===== src/rtl/core/sttb_pkg.sv =====
// ----------------------------------------------------------------------------
// sttb_pkg
// Shared types, action codes and default sizes of the timeout timer bank.
// ----------------------------------------------------------------------------
package sttb_pkg;

  localparam int ONESHOT_CHANNELS_DEF = 4;
  localparam int REPEAT_CHANNELS_DEF  = 3;
  localparam int ONESHOT_BITS_DEF     = 16;
  localparam int REPEAT_BITS_DEF      = 8;

  localparam int ACTION_W  = 2;
  localparam int CHANNEL_W = 2;
  localparam int DELAY_W   = 16;
  localparam int OS_FLAGS_W = 4;
  localparam int RP_FLAGS_W = 3;

  typedef enum logic [ACTION_W-1:0] {
    ACT_TICK     = 2'd0,
    ACT_START_OS = 2'd1,
    ACT_START_RP = 2'd2
  } action_t;

  // decoded command handed to both channel banks
  typedef struct packed {
    logic                 tick;
    logic                 start_os;
    logic                 start_rp;
    logic [CHANNEL_W-1:0] channel;
    logic [DELAY_W-1:0]   delay;
  } cmd_t;

endpackage


===== src/rtl/core/sttb_repeat_bank.sv =====
// ----------------------------------------------------------------------------
// sttb_repeat_bank
// Auto-reload counters with reload values and sticky expiry flags.
// ----------------------------------------------------------------------------
module sttb_repeat_bank import sttb_pkg::*; #(
  parameter int CHANNELS = REPEAT_CHANNELS_DEF,
  parameter int BITS     = REPEAT_BITS_DEF
) (
  input  logic                clk,
  input  logic                rst_n,
  input  logic                en,
  input  cmd_t                cmd,
  output logic [CHANNELS-1:0] flag_nxt
);

  logic [BITS-1:0]     count_r    [CHANNELS];
  logic [BITS-1:0]     count_nxt  [CHANNELS];
  logic [BITS-1:0]     reload_r   [CHANNELS];
  logic [BITS-1:0]     reload_nxt [CHANNELS];
  logic [CHANNELS-1:0] flag_r;
  logic [31:0]         delay_ext;
  logic [BITS-1:0]     load_val;

  assign delay_ext = {{(32-DELAY_W){1'b0}}, cmd.delay};
  assign load_val  = delay_ext[BITS-1:0];

  always_comb begin
    for (int i = 0; i < CHANNELS; i++) begin
      count_nxt[i]  = count_r[i];
      reload_nxt[i] = reload_r[i];
      flag_nxt[i]   = flag_r[i];
      if (cmd.tick) begin
        // reaching zero reloads in the same tick
        if (count_r[i] == BITS'(1)) begin
          count_nxt[i] = reload_r[i];
          flag_nxt[i]  = 1'b1;
        end else begin
          count_nxt[i] = count_r[i] - 1'b1;
        end
      end else if (cmd.start_rp && (32'(cmd.channel) == i)) begin
        count_nxt[i]  = load_val;
        reload_nxt[i] = load_val;
        flag_nxt[i]   = 1'b0;
      end
    end
  end

  always_ff @(posedge clk) begin
    if (!rst_n) begin
      flag_r <= '0;
      for (int i = 0; i < CHANNELS; i++) begin
        count_r[i]  <= '0;
        reload_r[i] <= '0;
      end
    end else if (en) begin
      flag_r <= flag_nxt;
      for (int i = 0; i < CHANNELS; i++) begin
        count_r[i]  <= count_nxt[i];
        reload_r[i] <= reload_nxt[i];
      end
    end
  end

endmodule


===== config.mk =====
export PLATFORM = sky130hd
export DESIGN_NAME = sttb_repeat_bank
export DESIGN_NICKNAME = d
export VERILOG_FILES = /design/src/rtl/core/sttb_pkg.sv /design/src/rtl/core/sttb_repeat_bank.sv
export SDC_FILE = /design/constraint.sdc
export NUM_CORES = 1
export LEC_CHECK = 0
export BUFFER_PORTS_ARGS = -buffer_cell sky130_fd_sc_hd__buf_2
export CORE_MARGIN = 2
export CORE_UTILIZATION = 51
export CTS_CLUSTER_SIZE = 14
export DETAILED_ROUTE_END_ITERATION = 10
export HOLD_SLACK_MARGIN = 0.02
export PLACE_DENSITY_LB_ADDON = 0.05
export SLEW_MARGIN = 20
export SYNTH_ARGS = -nofsm -noshare
export SYNTH_HDL_FRONTEND = slang
export SYNTH_SLANG_ARGS = --single-unit

===== constraint.sdc =====
create_clock -name clk -period 2.53 [get_ports clk]
set_input_delay 0 -clock clk [delete_from_list [all_inputs] [get_ports clk]]
set_output_delay 0 -clock clk [all_outputs]
set_load 0.02 [all_outputs]

==> summary.txt <==
CTS
  • Reg clk slew, reported paths: approximately 0.09 ns
  • Post-CTS setup buffers: 0
  • CTS Buffer Depth: 2
  • TritonCTS clock tree: yes
  • Hold-fix buffers, CTS: 0
  • CTS resizes: 0
  • Cts bufs inserted: 5
  • Clk Latency, worst-skew pair: 0.30 ns
  • Clock root buffer: clkbuf_8
  • Htree depth: 2
  • CTS sink count: 51

Global route
  • Total gr overflow: 0
  • Antenna violations before repair: 0
  • Largest net degree at the start of global routing: 23
  • Total global-route track usage: 20.2%
  • Vias in the first global route: 1841
  • First-pass GRT wire length: 9270 µm

Min path
  • Worst min path class: primary input to flop

Power and ir drop
  • Peak VDD IR: 0.000288 V
  • Leakage: ~1.2 nW
  • Pwr Density: slightly above 600 mW/mm²

Floorplanning
  • Initial Utilization: 53.2%
  • Ports: 27
  • Row cnt: 26
  • DIE HEIGHT: 77.5 µm
  • Core Box Area: 0.00517 mm²
  • Die footprint: around 0.006 mm²
  • Die X-Extent: just under 80 µm

Timing
  • Final setup margin: between 0.3 and 0.4 ns
  • RSZ-0062 raised after global routing: false
  • Crit share post-route: 85.0%
  • Final Max Slew Viols: 0
  • Hold Vio Cnt, Final: 0
  • Clock Skew: 0.00641 ns
  • Max Freq: 465 MHz
  • Worst-margin pin slew: between 0.5 and 0.6 ns
  • Final min period: around 2.1 ns
  • TNS Setup: 0 ns
  • Final Setup Violations: 0
  • Slew HR: roughly three fifths

Setup path
  • CP Max Fanout: 12
  • Crit path max-delay cell type: or4_4
  • R2R depth: 4
  • RR Endpoint: count_r[0][19]
  • Worst path arrival time: 2.15 ns
  • Kind of critical path: flop to primary output
  • Most frequent CP cell: nand2_1
  • Setup crit start: count_r[0][4]
  • FF-to-FF setup slack: roughly 0.39 ns
  • CP max stage delay: slightly below 0.6 ns
  • Critical Path Sink: flag_nxt[0]
  • Worst Setup End Kind: primary output
  • CP required: 2.53 ns
  • FF-to-FF Start: count_r[0][21]
  • Worst-path cell chain: or4_4 > nor3b_4 > nand2_1 > nand2_1 > buf_2
  • Startpoint type of the worst setup path: flop

Synth
  • Mapped cell area: 0.00275 mm²
  • Yosys warnings: 0
  • Sequential share of the synthesized area: 54.6%
  • Cell variety after synth: 44
  • Syn_nets: 274
  • Gate Count Post-Synth: 244
  • FFs w/ async S/R, synth: 0%
  • Prevailing post-synth register cell: edfxtp_1
  • Post-synth EDFFs: 48
  • Average cell area after synthesis: 11.3 µm²
  • #FFs+latches synth: 51

Layout
  • Area delta synth->final: 9.87%
  • Fill count: 438
  • Fin area: about 0.0030 mm²
  • Commonest non-fill, non-tap cells in the layout: edfxtp_1 (48), nand2_1 (20), buf_2 (17), o21ai_0 (16), nor2_1 (15)
  • Layout cells sized above 1: 16.6%
  • Most common cell after layout, fill and taps aside: edfxtp_1
  • NumNets Final: between 200 and 300
  • Number of diodes: 0

Detailed routing
  • Wire length on met3: 161 µm
  • Post-Route M1 WL: around 2700 µm
  • Via-per-instance ratio: 5.64
  • Highest Signal Layer: met4
  • Residual DRC: 0
  • Initial DRC Count: 61
  • Via Count: 1888
  • WL met2: 2760 µm
  • Final WL: 5670 µm
  • Number of antenna-violating nets in the routed design: 0
  • Routed WL per cell: 16.9 µm
  • DRT Pass-1 Iters: 4

Placed design
  • I/O Buffers: 17
  • DPL Wire Length: 4190 µm
  • RePlAce Congestion: 0.793
  • Post-place setup slack: 0.394 ns
  • Post-DP Area: 0.00292 mm²

Run status
  • Status: completed

Job
  • Total of max-cap violations: 0
how the worst min path moves through the flow:
stage	start	endpoint	slack [ns]	cells after the start
3_3_place_gp	cmd[1]	count_r[0][9]	0.38	3
5_1_grt	cmd[1]	count_r[0][9]	0.07	3
4_1_cts	cmd[1]	count_r[0][9]	0.04	3
6_report	cmd[1]	count_r[0][9]	0.05	3
2_1_floorplan	en	flag_r[0]	0.15	2
3_5_place_dp	cmd[1]	count_r[0][9]	0.35	3
power breakdown:
part	internal (W)	leakage, nW	switching, W
combinational	0.000118	0.589	0.000154
clock	0.000249	0.0505	0.000265
sequential	0.000999	0.511	0.0000498
total	0.00137	1.15	0.000469
flip-flops by register name, indices dropped and copies added (netlist names):
| register | flops |
|---|---|
| reload_r | 24 |
| count_r | 24 |
| flag_r | 3 |
per-layer routing:
layer  GRT usage [%]  vias to the layer above
li1                -                      958
met2            33.8                       27
met1            27.4                      899
met4            4.64                        0
met5               0                        -
met3            3.60                        4
metrics by stage:
step | cells | hold WS [ns] | power (W) | utilization, %
final | 335 | 0.0503 | 0.00183 | 58.4
after global routing | 335 | 0.0678 | 0.00191 | 58.4
after CTS | 335 | 0.0398 | 0.00185 | 58.4
after detailed placement | 327 | 0.355 | 0.00134 | 56.4
after global placement | 327 | 0.376 | 0.00133 | 56.4
after floorplan | 244 | 0.149 | 0.00125 | -
synth_stat cells (2+ instances only):
master	count	share of area, %
nor2_1	15	2.0
nand2b_1	4	0.91
clkbuf_1	8	1.1
and2_1	3	0.68
edfxtp_1	48	52
inv_1	8	1.1
o31ai_2	2	0.91
nor3_1	4	0.73
mux2_2	2	0.82
and3_1	8	1.8
a211oi_1	4	1.1
nand3_1	3	0.55
xor2_1	6	1.9
xnor2_1	3	0.96
or3_1	2	0.45
nand2_1	20	2.7
a21oi_1	14	2.5
and3b_1	2	0.64
or4_1	2	0.55
nor2b_1	8	1.8
nor3b_4	2	1.4
o21ai_0	16	2.9
dfxtp_1	3	2.2
o31ai_1	6	1.6
or4_4	2	0.82
o211a_1	2	0.73
buf_6	2	0.82
nor3b_1	5	1.4
ha_1	6	2.7
nand4_1	3	0.68
o21ai_1	2	0.36
or2_2	2	0.45
a31oi_1	6	1.4
nand3b_1	6	1.6
mux2i_1	6	2.2
layout make-up:
| type | count | area (µm²) | share of cell area, % |
|---|---|---|---|
| Timing Repair Buffer | 24 | 138 | 4.55 |
| Multi-Input combinational cell | 174 | 1160 | 38.5 |
| Clock buffer | 7 | 96.3 | 3.19 |
| Clock inverter | 1 | 7.51 | 0.248 |
| Tap cell | 70 | 87.6 | 2.90 |
| Sequential cell | 51 | 1500 | 49.7 |
| Inverter | 8 | 30.0 | 0.993 |
kinds of logic after synthesis:
family                     synth area share [%]
xor gates and xnor gates                   2.87
muxes                                      3.00
buffers and inverters                      3.18
and+or+nand+nor                            20.9
adders and majority gates                  2.73
AOI/OAI and AO/OA                          12.8
DFF                                        54.6
worst max-delay path, delay by kind of cell, from the launching register on:
kind	cells	cell delay, ns
buf+inv	1	0.16
simple gates	4	1.24
flops	1	0.45
Note: power is estimated with default switching activity, not from simulation.
