**src/rtl/core/sttb_pkg.sv**
```systemverilog
// ----------------------------------------------------------------------------
// sttb_pkg
// Shared types, action codes and default sizes of the timeout timer bank.
// ----------------------------------------------------------------------------
package sttb_pkg;

  localparam int ONESHOT_CHANNELS_DEF = 4;
  localparam int REPEAT_CHANNELS_DEF  = 3;
  localparam int ONESHOT_BITS_DEF     = 16;
  localparam int REPEAT_BITS_DEF      = 8;

  localparam int ACTION_W  = 2;
  localparam int CHANNEL_W = 2;
  localparam int DELAY_W   = 16;
  localparam int OS_FLAGS_W = 4;
  localparam int RP_FLAGS_W = 3;

  typedef enum logic [ACTION_W-1:0] {
    ACT_TICK     = 2'd0,
    ACT_START_OS = 2'd1,
    ACT_START_RP = 2'd2
  } action_t;

  // decoded command handed to both channel banks
  typedef struct packed {
    logic                 tick;
    logic                 start_os;
    logic                 start_rp;
    logic [CHANNEL_W-1:0] channel;
    logic [DELAY_W-1:0]   delay;
  } cmd_t;

endpackage

```
**src/rtl/core/sttb_oneshot_bank.sv**
```systemverilog
// ----------------------------------------------------------------------------
// sttb_oneshot_bank
// One-shot counters with sticky expiry flags; all channels tick in parallel.
// ----------------------------------------------------------------------------
module sttb_oneshot_bank import sttb_pkg::*; #(
  parameter int CHANNELS = ONESHOT_CHANNELS_DEF,
  parameter int BITS     = ONESHOT_BITS_DEF
) (
  input  logic                clk,
  input  logic                rst_n,
  input  logic                en,
  input  cmd_t                cmd,
  output logic [CHANNELS-1:0] flag_nxt
);

  logic [BITS-1:0]     count_r   [CHANNELS];
  logic [BITS-1:0]     count_nxt [CHANNELS];
  logic [CHANNELS-1:0] flag_r;
  logic [31:0]         delay_ext;
  logic [BITS-1:0]     load_val;

  assign delay_ext = {{(32-DELAY_W){1'b0}}, cmd.delay};
  assign load_val  = delay_ext[BITS-1:0];

  always_comb begin
    for (int i = 0; i < CHANNELS; i++) begin
      count_nxt[i] = count_r[i];
      flag_nxt[i]  = flag_r[i];
      if (cmd.tick) begin
        count_nxt[i] = count_r[i] - 1'b1;
        // new count is zero
        if (count_r[i] == BITS'(1)) flag_nxt[i] = 1'b1;
      end else if (cmd.start_os && (32'(cmd.channel) == i)) begin
        count_nxt[i] = load_val;
        flag_nxt[i]  = 1'b0;
      end
    end
  end

  always_ff @(posedge clk) begin
    if (!rst_n) begin
      flag_r <= '0;
      for (int i = 0; i < CHANNELS; i++) count_r[i] <= '0;
    end else if (en) begin
      flag_r <= flag_nxt;
      for (int i = 0; i < CHANNELS; i++) count_r[i] <= count_nxt[i];
    end
  end

endmodule

```
**config.mk**
```make
export PLATFORM = sky130hd
export DESIGN_NAME = sttb_oneshot_bank
export DESIGN_NICKNAME = d
export VERILOG_FILES = /design/src/rtl/core/sttb_pkg.sv /design/src/rtl/core/sttb_oneshot_bank.sv
export SDC_FILE = /design/constraint.sdc
export NUM_CORES = 1
export LEC_CHECK = 0
export BUFFER_PORTS_ARGS = -buffer_cell sky130_fd_sc_hd__buf_2
export CORE_MARGIN = 4
export CORE_UTILIZATION = 60
export CTS_CLUSTER_DIAMETER = 50
export CTS_CLUSTER_SIZE = 28
export DETAILED_ROUTE_END_ITERATION = 16
export PLACE_DENSITY_LB_ADDON = 0.25
export REMOVE_ABC_BUFFERS = 1
export SLEW_MARGIN = 5
export SYNTH_ARGS = -nofsm -noshare
export SYNTH_HDL_FRONTEND = slang
export SYNTH_SLANG_ARGS = --single-unit
export TNS_END_PERCENT = 10
```
**constraint.sdc**
```tcl
create_clock -name clk -period 5.31 [get_ports clk]
set_input_delay 0.7965 -clock clk [delete_from_list [all_inputs] [get_ports clk]]
set_output_delay 0.7965 -clock clk [all_outputs]
set_load 0.03 [all_outputs]
```
==> results of run 1 <==
==> metal layers <==
layer / global-route usage (%) / vias up / routed length (µm)
li1: - / 1508 / -
met5: 0 / - / 0
met1: 35.5 / 1474 / 4020
met2: 35.0 / 115 / 3830
met3: 4.19 / 21 / 648
met4: 10.3 / 0 / 213
==> synthesized netlist by cell type (2+ instances only) <==
cell	count
edfxtp_1	64
or4_1	11
nor3_1	15
nand2_1	22
a21oi_1	56
o21ai_0	28
inv_1	12
and4_1	2
nand2b_1	7
nand4b_1	4
nand4_1	4
or3_1	7
dfxtp_1	4
or2_2	2
ha_1	8
nor2_1	22
xor2_1	19
o31ai_1	4
clkbuf_1	20
xnor2_1	27
nand3_1	9
or4b_2	2
a31oi_1	13
nor4_1	16
==> power breakdown <==
group / leakage, nW / switching [mW] / total (mW) / internal [mW]
combinational: 0.709 / 0.118 / 0.195 / 0.0768
clock: 0.0908 / 0.195 / 0.388 / 0.192
sequential: 0.715 / 0.0442 / 0.683 / 0.639
total: 1.52 / 0.358 / 1.27 / 0.908
==> worst reg2reg max path, cell delays in order (launching register included) <==
cell and delay [ns]:
edfxtp_1 0.45, inv_1 0.09, ha_1 0.20, or4b_2 0.72, nor4_1 0.37, xnor2_1 0.17, a21oi_1 0.08
==> metrics by stage <==
stage          cell area, µm²  cells  power, mW
2_1_floorplan            3840    370      0.817
4_1_cts                  4270    493       1.26
5_1_grt                  4270    493       1.32
6_report                 4270    493       1.27
3_3_place_gp             4100    477      0.878
3_5_place_dp             4100    477      0.885
==> cell families after synthesis <==
family                   Yosys count  synth area share (%)
AND/OR/NAND/NOR                  132                  18.8
AO/OA/AOI/OAI                    104                  14.2
flip-flops                        68                  51.0
XOR/XNOR                          46                  10.3
buffers and inverters             33                  3.19
adder cells (fa/ha/maj)            8                  2.55
==> sequential cells by signal (all words and copies together) (netlist names) <==
register and count:
count_r 64, flag_r 4
==> cell type report <==
type	count	area (µm²)	share of cell area [%]
Timing Repair Buffer	30	160	3.75
Clock inverter	3	13.8	0.322
Sequential cell	68	2000	46.8
Inverter	12	45.0	1.05
Tap cell	77	96.3	2.25
Multi-Input combinational cell	290	1800	42.1
Clock buffer	13	159	3.72
==> final timing paths <==
| check | from | end | slack (ns) | cells after the start |
|---|---|---|---|---|
| max reg2reg | count_r[3][0] | count_r[3][12] | 2.96 | 6 |
| min | flag_r[0] | flag_r[0] | 0.53 | 2 |
| min reg2reg | flag_r[0] | flag_r[0] | 0.53 | 2 |
| max | count_r[1][10] | flag_nxt[1] | 2.10 | 5 |
==> results.json, run 1 <==
{
  "fin_ws_ns": 2.10,
  "place.gp.congestion": 0.806,
  "path_clk_slew_ns": 0.07,
  "ys_seq_area_share_pct": 51.0,
  "worstPathArrival_ns": 2.41,
  "dp_hpwl_um": 6120,
  "track_usage_pct": 24.1,
  "port_buffers": 26,
  "die_area_um2": 7900,
  "die_h_um": 88.9,
  "yosysTopAreaCellShare_pct": 49.0,
  "viasPerCell": 6.32,
  "rsz0062_at_grt": "false",
  "hold_viol": 0,
  "final_common_cell": "edfxtp_1",
  "path_class": "flop to output port",
  "antennaDiodeCount": 0,
  "cp.buffers_inverters": 1,
  "chipWidth_um": 88.9,
  "fin_hold_ws_ns": 0.530,
  "slew_violations": 0,
  "slowest_stage": "nor4_1",
  "yosysWarnings": 0,
  "grt_pass1_wl_um": 14200,
  "worst_pin_slew_ns": 1.05,
  "grt-ovfl-total": 0,
  "power.leakage_nw": 1.52,
  "n_fill_cell": 500,
  "cp.required_ns": 4.51,
  "fin_util_pct": 67.3,
  "finalSetupViolations": 0,
  "synth_largest_area_cell": "edfxtp_1",
  "wl_um": 8720,
  "syn_avg_cell_area_um2": 10.0,
  "synth_area_um2": 3930,
  "drive_above_1_share_pct": 12.0,
  "netlist_instances": 391,
  "finalCriticalPeriod_ns": 3.21,
  "grt_max_degree": 40,
  "start_util_pct": 61.8,
  "routedWlPerCell_um": 17.7,
  "dp_slack_ns": 2.28,
  "fin_setup_tns_ns": 0,
  "final_cell_mix": "edfxtp_1 (64), a21oi_1 (56), xnor2_1 (27)",
  "synth-edff-count": 64,
  "cts_resized": 0,
  "clock_path_buffers": 2,
  "coreArea_um2": 6350,
  "ctsHoldBuffers": 0,
  "antenna_found_initial": 0,
  "htreeDepth": 3,
  "startpoint_type": "flop",
  "nNetsFinal": 443,
  "path_delay_family": "simple AND/OR/NAND/NOR gates",
  "grt_pass1_vias": 2779,
  "worstPathMaxFanout": 5,
  "clockRootBuffer": "clkbuf_8",
  "fin_crit_sh_pct": 60.4,
  "fin_skew_ns": 0.0105,
  "post-route-drc-count": 0,
  "area_growth_pct": 8.89,
  "dr_total_vias": 3118,
  "hold_class": "flop to flop",
  "powerDensity_nw_per_um2": 296,
  "cts_tree": "done",
  "synth_seq_cells": 68,
  "rows": 29,
  "drt_iter0_markers": 318,
  "end_kind": "output port",
  "synth_async_sr_flop_share_pct": 0,
  "synth_cell_types": 37,
  "ant_nets": 0,
  "clk_latency_ns": 0.35,
  "synth_ff_type": "edfxtp_1",
  "max_slew_margin_pct": 29.2,
  "worstPathCellList": "or4_1 > nor4_1 > nand2_1 > o21ai_0 > buf_2",
  "post_cts_buffers": 0,
  "cts_made_buffers": 9,
  "ir_worst_vdd_mv": 0.183,
  "fmax_mhz": 312,
  "ios": 28,
  "synth.area.top_cells": "edfxtp_1 (49%), a21oi_1 (7.1%), xnor2_1 (6.0%)",
  "clkSinkCount": 68,
  "max_stage_delay_ns": 0.60,
  "status": "finished, final reports clean",
  "drv_cap": 0,
  "first_pass_iters": 5
}
(Power assumes the default switching activity.)
==> run 2: changes to the inputs <==
==> constraint.sdc (replaced) <==
create_clock -name clk -period 3 [get_ports clk]
set_input_delay 0.45 -clock clk [delete_from_list [all_inputs] [get_ports clk]]
set_output_delay 0.45 -clock clk [all_outputs]
set_load 0.03 [all_outputs]
==> results.json, run 2 (synthesis gave the netlist of run 1 again) <==
{
  "port_buffers": 26,
  "viasPerCell": 6.45,
  "htreeDepth": 3,
  "p_seq_share_pct": 54.7,
  "ir_worst_vdd_mv": 0.315,
  "worstPathMaxFanout": 5,
  "drive_above_1_share_pct": 13.5,
  "fin_crit_sh_pct": 93.4,
  "post_cts_buffers": 0,
  "path_delay_family": "simple AND/OR/NAND/NOR gates",
  "startpoint_type": "flop",
  "path_class": "flop to output port",
  "clock_path_buffers": 2,
  "crit_path_end": "flag_nxt[1]",
  "finalCriticalPeriod_ns": 2.80,
  "drt_iter0_markers": 339,
  "ctsHoldBuffers": 0,
  "hold_viol": 0,
  "track_usage_pct": 25.9,
  "max_slew_margin_pct": 28.6,
  "final_common_cell": "edfxtp_1",
  "finalPower_mw": 2.22,
  "fin_skew_ns": 0.0115,
  "power.internal_mw": 1.56,
  "first_pass_iters": 4,
  "nNetsFinal": 450,
  "post-route-drc-count": 0,
  "drv_cap": 0,
  "r2r_end": "count_r[3][10]",
  "clockRootBuffer": "clkbuf_8",
  "top_regs": "count_r: 64 flops, flag_r: 4 flops",
  "start_util_pct": 61.8,
  "routedWlPerCell_um": 18.9,
  "ff2ff_path_depth": 6,
  "worstPathArrival_ns": 2.35,
  "fin_hold_ws_ns": 0.425,
  "clkPwrFrac_pct": 29.2,
  "dp_hpwl_um": 6530,
  "antennaDiodeCount": 0,
  "path_clk_slew_ns": 0.07,
  "grt_pass1_vias": 3060,
  "slowest_stage": "or4_1",
  "p_sw_mw": 0.656,
  "fin_setup_tns_ns": 0,
  "place.gp.congestion": 0.902,
  "powerDensity_nw_per_um2": 514,
  "slew_violations": 0,
  "max_stage_delay_ns": 0.58,
  "cp.buffers_inverters": 1,
  "wl_um": 9440,
  "cts_resized": 0,
  "rsz0062_at_grt": "false",
  "finalSetupViolations": 0,
  "clkSinkCount": 68,
  "die_h_um": 88.9,
  "swShare_pct": 29.6,
  "n_fill_cell": 494,
  "area_growth_pct": 9.85,
  "grt_max_degree": 32,
  "dr_total_vias": 3223,
  "fmax_mhz": 357,
  "cts_made_buffers": 9,
  "grt_pass1_wl_um": 15100,
  "worst_pin_slew_ns": 1.06,
  "end_kind": "output port",
  "hold_class": "input port to flop",
  "ios": 28,
  "cts_tree": "done",
  "coreArea_um2": 6350,
  "regArea_um2": 2000,
  "combPwrFrac_pct": 16.1,
  "clk_latency_ns": 0.35,
  "rrSetupSlack_ns": 0.73,
  "chipWidth_um": 88.9,
  "worstPathCellList": "or4_1 > nor4_1 > nand2_1 > o21ai_0 > buf_2",
  "top_register": "count_r",
  "fin_ws_ns": 0.198,
  "grt-ovfl-total": 0,
  "antenna_found_initial": 0,
  "crit_start": "count_r[1][10]",
  "cp.required_ns": 2.55,
  "multiInputGateArea_um2": 1800,
  "dp_slack_ns": 0.561,
  "final_cell_mix": "edfxtp_1 (64), a21oi_1 (56), xnor2_1 (27)",
  "largest_register_ffs": 64,
  "ant_nets": 0,
  "rows": 29,
  "cp.depth": 5,
  "power.leakage_nw": 1.54,
  "die_area_um2": 7900,
  "r2r_start": "count_r[3][0]",
  "status": "finished, final reports clean"
}
-- run 2: cell count changes in the layout (fill, tap and decap cells not counted) --
cell | previous run | this run
clkinv_2 | 2 | 3
clkinvlp_4 | 0 | 1
clkinv_1 | 1 | 3
clkbuf_1 | 2 | 0
buf_4 | 4 | 11
clkbuf_8 | 11 | 9
-- run 2: worst min path at each step --
stage,from,to,slack (ns),cells past startpoint
after floorplan,flag_r[0],flag_r[0],0.48,2
after global routing,rst_n,flag_r[2],0.43,3
after CTS,rst_n,flag_r[3],0.41,3
final,en,flag_r[3],0.43,2
after global placement,flag_r[0],flag_r[0],0.49,2
after detailed placement,flag_r[0],flag_r[0],0.52,2
-- run 2: cell type report --
type | count | share of cell area (%)
clock buffers | 9 | 2.87
clock inverters | 7 | 0.784
inverters | 12 | 1.04
multi-input cells | 290 | 41.7
flip-flops and latches | 68 | 46.4
well taps | 77 | 2.23
repair buffers | 37 | 4.93
-- run 2: metrics by stage --
stage / area (µm²) / cells / utilization (%)
after floorplan: 3840 / 370 / -
after global placement: 4150 / 484 / 65.4
after detailed placement: 4150 / 484 / 65.4
after CTS: 4310 / 500 / 67.9
after global routing: 4310 / 500 / 67.9
final: 4310 / 500 / 67.9
-- run 2: power groups by stage --
stage | Combinational [mW] | Sequential, mW | Clock [mW]
floorplan | 0.238 | 1.21 | 0
detailed placement | 0.352 | 1.23 | 0
finish | 0.357 | 1.21 | 0.646
CTS | 0.354 | 1.21 | 0.644
global placement | 0.342 | 1.22 | 0
global route | 0.395 | 1.22 | 0.692
-- run 2: metal layers --
layer / up-vias / global-route usage (%) / routed length [µm]
li1: 1513 / - / -
met5: - / 0 / 0
met1: 1547 / 37.0 / 4160
met4: 0 / 11.8 / 293
met2: 142 / 37.4 / 4230
met3: 21 / 5.96 / 757
